File: src/hw/rtl/full_tree_height_count_unit_macros.svh
// Assertion macros for the full tree height count unit.
// Used by the RTL modules; each expects clk and rst in scope.
`ifndef FULL_TREE_HEIGHT_COUNT_UNIT_MACROS_SVH
`define FULL_TREE_HEIGHT_COUNT_UNIT_MACROS_SVH

// Same-cycle implication, sampled on the rising clock, off during reset.
`define FTC_ASSERT_IMP(name, ante, cons, msg) \
  name: assert property (@(posedge clk) disable iff (rst) (ante) |-> (cons)) \
    else $error(msg);

// Next-cycle implication, sampled on the rising clock, off during reset.
`define FTC_ASSERT_NXT(name, ante, cons, msg) \
  name: assert property (@(posedge clk) disable iff (rst) (ante) |=> (cons)) \
    else $error(msg);

`endif

File: src/hw/rtl/ftc_pkg.sv
// Shared constants and types for the full tree height count unit.
// No dependencies; imported by ftc_mac and full_tree_height_count_unit.
`default_nettype none

package ftc_pkg;

  localparam int MAX_NODES  = 256;
  localparam int MAX_HEIGHT = 128;
  localparam int N_W        = $clog2(MAX_NODES);
  localparam int H_W        = $clog2(MAX_HEIGHT);
  localparam int ADDR_W     = N_W + H_W;
  localparam int MEMO_DEPTH = MAX_NODES * MAX_HEIGHT;
  localparam int RES_W      = 14;
  localparam logic [RES_W-1:0] MODULUS = RES_W'(9901);

  // raw sum of up to MAX_NODES/2 products of two residues
  localparam int ACC_W = 2 * RES_W + $clog2(MAX_NODES / 2);

  // reduction of the raw sum: bits above FOLD_SH fold back in times
  // 2^FOLD_SH mod 9901, a reciprocal multiply then gives the quotient
  // low by at most one, and one compare-subtract finishes
  localparam int FOLD_SH   = 20;
  localparam int FOLD_W    = ACC_W - FOLD_SH + RES_W + 1;
  localparam logic [RES_W-1:0] FOLD_K = RES_W'((1 << FOLD_SH) % int'(MODULUS));
  localparam int RECIP_SH  = 42;
  localparam int RECIP_W   = 29;
  localparam logic [RECIP_W-1:0] RECIP =
    RECIP_W'((longint'(1) << RECIP_SH) / longint'(MODULUS));
  localparam int Q_W       = FOLD_W + RECIP_W - RECIP_SH;
  localparam int RED_STEPS = 3;

  typedef struct packed {
    logic issue;   // one product term enters the pipe
    logic clr;     // clear accumulator
    logic red_go;  // start reduction of the accumulator
    logic hz;      // term height is zero: both operands count as 0
    logic a_one;   // left subtree is a single node
    logic b_one;   // right subtree is a single node
  } ftc_mac_ctl_t;

  typedef struct packed {
    logic             pipe_empty;
    logic             red_busy;
    logic [RES_W-1:0] residue;
  } ftc_mac_sts_t;

endpackage

`default_nettype wire

File: src/hw/rtl/ftc_mac.sv
// Shared multiply-accumulate unit with a short mod-9901 reducer.
// Depends on ftc_pkg and the assertion macro header.
`default_nettype none
`include "full_tree_height_count_unit_macros.svh"

module ftc_mac (
  input  wire logic                      clk,
  input  wire logic                      rst,
  input  wire ftc_pkg::ftc_mac_ctl_t     ctl,
  input  wire logic [ftc_pkg::RES_W-1:0] rdata_a,
  input  wire logic [ftc_pkg::RES_W-1:0] rdata_b,
  output ftc_pkg::ftc_mac_sts_t          sts
);
  import ftc_pkg::*;

  logic                      p1_v, p1_hz, p1_a_one, p1_b_one;
  logic                      p2_v;
  logic [2*RES_W-1:0]        prod;
  logic [ACC_W-1:0]          acc;
  logic [RES_W-1:0]          a_val, b_val;
  logic [RED_STEPS-1:0]      stg;       // one-hot reduction step
  logic [FOLD_W-1:0]         fold, fold_next;
  logic [FOLD_W+RECIP_W-1:0] recip_prod;
  logic [Q_W-1:0]            quo, quo_mul;
  logic [RES_W:0]            part, part_next, part_sub;
  logic [RES_W-1:0]          rem;
  logic                      red_busy;

  // operand select: level zero gives 0, single node gives 1, else memo
  always_comb begin
    a_val = p1_hz ? '0 : (p1_a_one ? RES_W'(1) : rdata_a);
    b_val = p1_hz ? '0 : (p1_b_one ? RES_W'(1) : rdata_b);
  end

  // fold at launch, then quotient estimate, subtract, compare-subtract
  always_comb begin
    fold_next  = FOLD_W'(acc[ACC_W-1:FOLD_SH]) * FOLD_W'(FOLD_K) +
                 FOLD_W'(acc[FOLD_SH-1:0]);
    recip_prod = (FOLD_W+RECIP_W)'(fold) * (FOLD_W+RECIP_W)'(RECIP);
    // difference is below twice the modulus, so the low bits are exact
    quo_mul    = quo * Q_W'(MODULUS);
    part_next  = fold[RES_W:0] - quo_mul[RES_W:0];
    part_sub   = part - {1'b0, MODULUS};
  end

  assign red_busy = (stg != '0);

  always_ff @(posedge clk) begin
    if (rst) begin
      p1_v <= 1'b0;
      p2_v <= 1'b0;
      stg  <= '0;
      rem  <= '0;
    end else begin
      p1_v <= ctl.issue;
      p2_v <= p1_v;
      if (ctl.red_go) begin
        stg <= RED_STEPS'(1);
        rem <= '0;
      end else begin
        stg <= {stg[RED_STEPS-2:0], 1'b0};
        if (stg[RED_STEPS-1]) begin
          rem <= (part >= {1'b0, MODULUS}) ? part_sub[RES_W-1:0] : part[RES_W-1:0];
        end
      end
    end
    p1_hz    <= ctl.hz;
    p1_a_one <= ctl.a_one;
    p1_b_one <= ctl.b_one;
    prod     <= a_val * b_val;
    if (ctl.clr) begin
      acc <= '0;
    end else if (p2_v) begin
      acc <= acc + ACC_W'(prod);
    end
    if (ctl.red_go) begin
      fold <= fold_next;
    end
    if (stg[0]) begin
      quo <= recip_prod[FOLD_W+RECIP_W-1:RECIP_SH];
    end
    if (stg[1]) begin
      part <= part_next;
    end
  end

  always_comb begin
    sts.pipe_empty = !p1_v && !p2_v;
    sts.red_busy   = red_busy;
    sts.residue    = rem;
  end

  `FTC_ASSERT_IMP(a_go_empty, ctl.red_go, !p1_v && !p2_v, "reduce started with terms in flight")
  `FTC_ASSERT_IMP(a_no_issue_red, ctl.issue, !red_busy, "term issued during reduction")
  `FTC_ASSERT_NXT(a_go_busy, ctl.red_go, red_busy && (rem == '0), "reducer did not load")
  `FTC_ASSERT_IMP(a_rem_range, 1'b1, rem < MODULUS, "residue out of range")

endmodule

`default_nettype wire

File: config.mk
export PLATFORM = sky130hd
export DESIGN_NAME = ftc_mac
export DESIGN_NICKNAME = d
export VERILOG_FILES = /design/src/hw/rtl/ftc_pkg.sv /design/src/hw/rtl/ftc_mac.sv
export VERILOG_INCLUDE_DIRS = /design/src /design/src/hw/rtl
export SDC_FILE = /design/constraint.sdc
export NUM_CORES = 2
export LEC_CHECK = 0
export ABC_AREA = 1
export BUFFER_PORTS_ARGS = -buffer_cell sky130_fd_sc_hd__buf_4
export CELL_PAD_IN_SITES_DETAIL_PLACEMENT = 2
export CELL_PAD_IN_SITES_GLOBAL_PLACEMENT = 2
export CORE_AREA = 2 2 278 349
export CTS_CLUSTER_DIAMETER = 200
export DETAILED_ROUTE_END_ITERATION = 7
export DIE_AREA = 0 0 280 351
export PLACE_DENSITY = 0.85
export SYNTH_ARGS = -nofsm -noshare
export SYNTH_HDL_FRONTEND = slang
export SYNTH_SLANG_ARGS = --single-unit
export TNS_END_PERCENT = 10
File: constraint.sdc
create_clock -name clk -period 7.92 [get_ports clk]
set_input_delay 1.98 -clock clk [delete_from_list [all_inputs] [get_ports clk]]
set_output_delay 1.98 -clock clk [all_outputs]
set_load 0.01 [all_outputs]
* After elaboration in Yosys (flattened, before gate mapping)
Index checks and enable logic that the tools add are counted.
Storage, ports and cells: register bits after elaboration 147, input port bits 36, output and inout bits 16
Cells by class: $add $sub $neg 4, multiply operators 4, $lt $le $gt $ge 1, multiplexer cells 6, reduce and logical (&&, ||, !) cells 5
Operators by type and width (number):
- $mux 14 | 5
- $mul 30x29->59 const B | 1
- $add 35x28->35 | 1
- $add 29x20->30 | 1
- $mul 15x14->29 const B | 1
- $mul 14x14->28 | 1
- $mul 17x14->15 const B | 1
- $ge 15x14->1 const B | 1
- $sub 15x15->15 | 1
- $sub 14x14->14 const B | 1
- $reduce_bool 3->1 | 1
- $logic_not 1->1 | 2
- $reduce_or 2->1 | 1
- $logic_and 1x1->1 | 1
- $mux 1 | 1

* Logic depth before layout (Yosys ltp)
depth in word-level cells 3, mapped depth 29, gate-level depth less buffers 29

* Worst setup path after synthesis
OpenSTA, ideal clock, no wires.
path kind in2reg, start input port rdata_b[5] (netlist bit), end register prod[27], setup time 0.112 ns, data arrival time 6.753 ns, path slack 1.055 ns, cell stages on the path 24, path buffers 1, path through nand2_1 inv_1 clkbuf_1 nand2_1 fa_1 inv_1 fa_1 inv_1 fa_1 inv_1 fa_1 fa_1 fa_1 ha_1 a21oi_1 nor2_1 nor2_1 nor2_1 nor2_1 inv_1 a21oi_1 nand2_1 nand2_1 nand2_1
Between the ends: cells in the longest elaborated chain, start to end 3
RTL lines:
- start, declared | line ftc_mac.sv:11 | input wire logic [ftc_pkg::RES_W-1:0] rdata_b,
- $mux 14 (2 in a row) | line ftc_mac.sv:32 | b_val = p1_hz ? '0 : (p1_b_one ? RES_W'(1) : rdata_b);
- $mul 14x14->28 | line ftc_mac.sv:70 | prod <= a_val * b_val;
- end signal, assigned | line ftc_mac.sv:70
- end, declared | line ftc_mac.sv:18 | logic [2*RES_W-1:0] prod;
Every way passes these cells. A chain may end at the register's enable or synchronous reset.

* Final worst setup path
start register fold[21], end register quo[10], data pin
Between the ends: cells in the longest elaborated chain, start to end 1
RTL lines:
- start, declared | line ftc_mac.sv:22 | logic [FOLD_W-1:0] fold, fold_next;
- start signal, assigned | line ftc_mac.sv:77 | fold <= fold_next;
- $mul 30x29->59 | line ftc_mac.sv:39 | recip_prod = (FOLD_W+RECIP_W)'(fold) * (FOLD_W+RECIP_W)'(RECIP);
- via recip_prod[52] | line ftc_mac.sv:23 | logic [FOLD_W+RECIP_W-1:0] recip_prod;
- end signal, assigned | line ftc_mac.sv:80 | quo <= recip_prod[FOLD_W+RECIP_W-1:RECIP_SH];
- end, declared | line ftc_mac.sv:24 | logic [Q_W-1:0] quo, quo_mul;
The timed path passes the listed nets, and every way through them passes these cells.

==> results.sh <==
export IMPL_fp_dieW_um=280
export IMPL_place_congestion=0.9358
export IMPL_reg2reg_depth=21
export IMPL_fin_skew_ns=0.02842
export IMPL_fin_util=0.4393
export IMPL_synth_seq_cells=145
export IMPL_clockBufferDepth=2
export IMPL_cp_start_kind="flop"
export IMPL_core_area_um2=95180
export IMPL_clkTransAtPathRegs_ns=0.09
export IMPL_violations="capacitance limit, slew limit, setup timing"
export IMPL_whs_endpoint="p2_v$_SDFF_PP0_"
export IMPL_post_dp_hpwl_um=153200
export IMPL_relSlewSlack=-0.01025
export IMPL_viasPerCell=5.961
export IMPL_r2r_end="quo[10]$_DFFE_PP_"
export IMPL_drv_slew=2
export IMPL_end_kind="flop"
export IMPL_die_area_um2=98280
export IMPL_io_buffers=51
export IMPL_hold_buffers=0
export IMPL_holdPathStages=2
export IMPL_grt_max_degree=37
export IMPL_syn_inst=4843
export IMPL_r2r_slack_ns=-1.22
export IMPL_area_delta_synth_final_pct=8.142
export IMPL_netlist_area_um2=38660
export IMPL_grt_pass1_wl_um=272600
export IMPL_root_buffer="clkbuf_16"
export IMPL_final_min_clock_period_ns=9.141
export IMPL_tightestPinTransition_ns=1.504
export IMPL_placed_area_um2=40830
export IMPL_status="complete, but fails checks"
export IMPL_wl_per_cell_um=35.09
export IMPL_die_y_um=351
export IMPL_cts_tree="yes"
export IMPL_gr_total_overflow=0
export IMPL_first_global_vias=41573
export IMPL_report_final_hold_viol_count=0
export IMPL_worstHoldStart="p1_v$_SDFF_PP0_"
export IMPL_cp_max_fo=7
export IMPL_antenna_found_initial=38
export IMPL_synth_ff_type="dfxtp_1"
export IMPL_finalCritPeriodShare=1.154
export IMPL_hold_ws_ns=0.4409
export IMPL_initialDrtViolationCount=3513
export IMPL_htree_num_levels=4
export IMPL_first_pass_iters=7
export IMPL_synthArstFlopShare=0
export IMPL_rows=127
export IMPL_cts_buffers=17
export IMPL_maxCapViolCount=2
export IMPL_postRouteAntennaNets=0
export IMPL_layout_setup_ws_ns=-1.221
export IMPL_design_area_um2=41810
export IMPL_grt_util_all_layers=0.3895
export IMPL_hold_path_class="reg -> reg"
export IMPL_r2r_start="fold[21]$_DFFE_PP_"
export IMPL_drive_above_1_share=0.04077
export IMPL_synth_edf_count=60
export IMPL_setup_viol=15
export IMPL_crit_arrival_ns=9.42
export IMPL_drc=0
export IMPL_io_pin_count=52
export IMPL_ys_seq_area_frac=0.09061
export IMPL_via_count=37142
export IMPL_synth_nets=6189
export IMPL_required_ns=8.20
export IMPL_finalWirelength_um=218700
export IMPL_clock_fmax_ghz=0.1094
export IMPL_critPathKind="reg -> reg"
export IMPL_start_util=0.4062
export IMPL_yosysWarningCount=0
export IMPL_insertion_delay_ns=0.53
export IMPL_synth_avg_cell_area_um2=7.983
export IMPL_cts_sinks=145
export IMPL_synth_cell_types=49
export IMPL_num_nets_final=6312
[cell usage after synthesis (35+ instances only)]
library cell	number	area share
inv_1	1414	0.14
nand2_1	899	0.087
ha_1	705	0.23
fa_1	605	0.31
nor2_1	347	0.034
a21oi_1	172	0.022
nand3_1	168	0.022
dfxtp_1	85	0.044
o21ai_0	81	0.010
xor2_1	76	0.017
edfxtp_1	60	0.047
nand4_1	37	0.0060
nor3_1	35	0.0045
[sequential cells by signal, summed over array words and instances (netlist names), 3 cells and up]
| register | cells |
|---|---|
| prod | 28 |
| quo | 15 |
| fold | 30 |
| rem | 14 |
| stg | 3 |
| acc | 35 |
| part | 15 |
[how the worst max path moves through the flow]
stage / startpoint / endpoint / slack, ns / depth (start not counted)
CTS: fold[20]$_DFFE_PP_ / quo[12]$_DFFE_PP_ / 0.28 / 20
global placement: rdata_a[6] / prod[21]$_DFF_P_ / 0.38 / 21
global route: fold[21]$_DFFE_PP_ / quo[12]$_DFFE_PP_ / -1.09 / 21
detailed placement: rdata_a[6] / prod[20]$_DFF_P_ / 0.32 / 21
floorplan: rdata_b[5] / prod[27]$_DFF_P_ / 1.05 / 24
finish: fold[21]$_DFFE_PP_ / quo[10]$_DFFE_PP_ / -1.22 / 21
[metrics by stage]
step / std cells / setup slack [ns] / setup TNS, ns
finish: 6231 / -1.221 / -16.45
global route: 6216 / -1.092 / -14.22
CTS: 6172 / 0.2757 / 0
detailed placement: 6140 / 0.3161 / 0
global placement: 6140 / 0.3753 / 0
floorplan: 4843 / 1.055 / 0
[critical path, cell delays in order, from the launching register on]
cell        delay [ns]
edfxtp_1          0.81
clkinvlp_4        0.21
buf_4             0.24
fa_1              0.63
inv_1             0.12
ha_1              0.75
fa_1              0.86
fa_1              0.60
fa_1              0.75
fa_2              0.60
fa_2              0.76
ha_1              0.47
ha_1              0.46
nand2_1           0.19
nor2_1            0.21
inv_1             0.10
nor2_1            0.23
nand2_1           0.17
nor3b_1           0.30
nand2_1           0.17
nand3_1           0.12
nand2_1           0.09
[layout make-up]
cell class | instances | area, um^2
Sequential cell | 145 | 3503
Clock buffer | 20 | 446.7
Inverter | 1426 | 5368
Antenna cell | 27 | 67.56
Timing Repair Buffer | 136 | 1084
Fill cell | 10920 | 53370
Tap cell | 1225 | 1533
Clock inverter | 12 | 118.9
Multi-Input combinational cell | 3240 | 29690
[metal layers]
| layer | vias up | track usage | routed length [um] |
|---|---|---|---|
| met1 | 18563 | 0.3574 | 68440 |
| met2 | 2270 | 0.6768 | 101000 |
| met4 | 48 | 0.3456 | 26210 |
| met3 | 1428 | 0.1375 | 21630 |
| met5 | - | 0.02860 | 1396 |
| li1 | 14833 | - | - |
[logic make-up after synthesis]
| family | after synthesis | share of synthesized area |
|---|---|---|
| adder cells (fa/ha/maj) | 1310 | 0.5414 |
| AND/OR/NAND/NOR | 1522 | 0.1601 |
| buffers and inverters | 1458 | 0.1423 |
| flip-flops | 145 | 0.09061 |
| XOR/XNOR | 93 | 0.02107 |
| AO/OA/AOI/OAI | 315 | 0.04450 |
[cell usage in the layout (no fill, tap or decap), types with 5 or more instances in the layout]
master	synthesis	layout
a21o_1	12	12
a21oi_1	172	172
buf_12	0	5
buf_4	1	131
clkbuf_16	0	17
clkinv_1	10	10
dfxtp_1	85	85
diode_2	0	27
edfxtp_1	60	60
fa_1	605	593
fa_2	0	12
ha_1	705	705
inv_1	1414	1410
nand2_1	899	898
nand2_2	4	5
nand3_1	168	168
nand3b_1	5	5
nand4_1	37	37
nor2_1	347	347
nor3_1	35	35
o211ai_1	5	5
o21ai_0	81	81
o21ai_1	9	9
o21bai_1	22	22
xnor2_1	17	17
xor2_1	76	76
[repair_timing]
item / 4_1_cts / 5_1_grt
setup buffers: 0 / 32
setup endpoints to repair: 0 / 15
gates resized for setup: 0 / 17
Power is left out: the tool's default activity adds up to more than one toggle a clock period on the data nets, which glitch-free logic cannot reach.
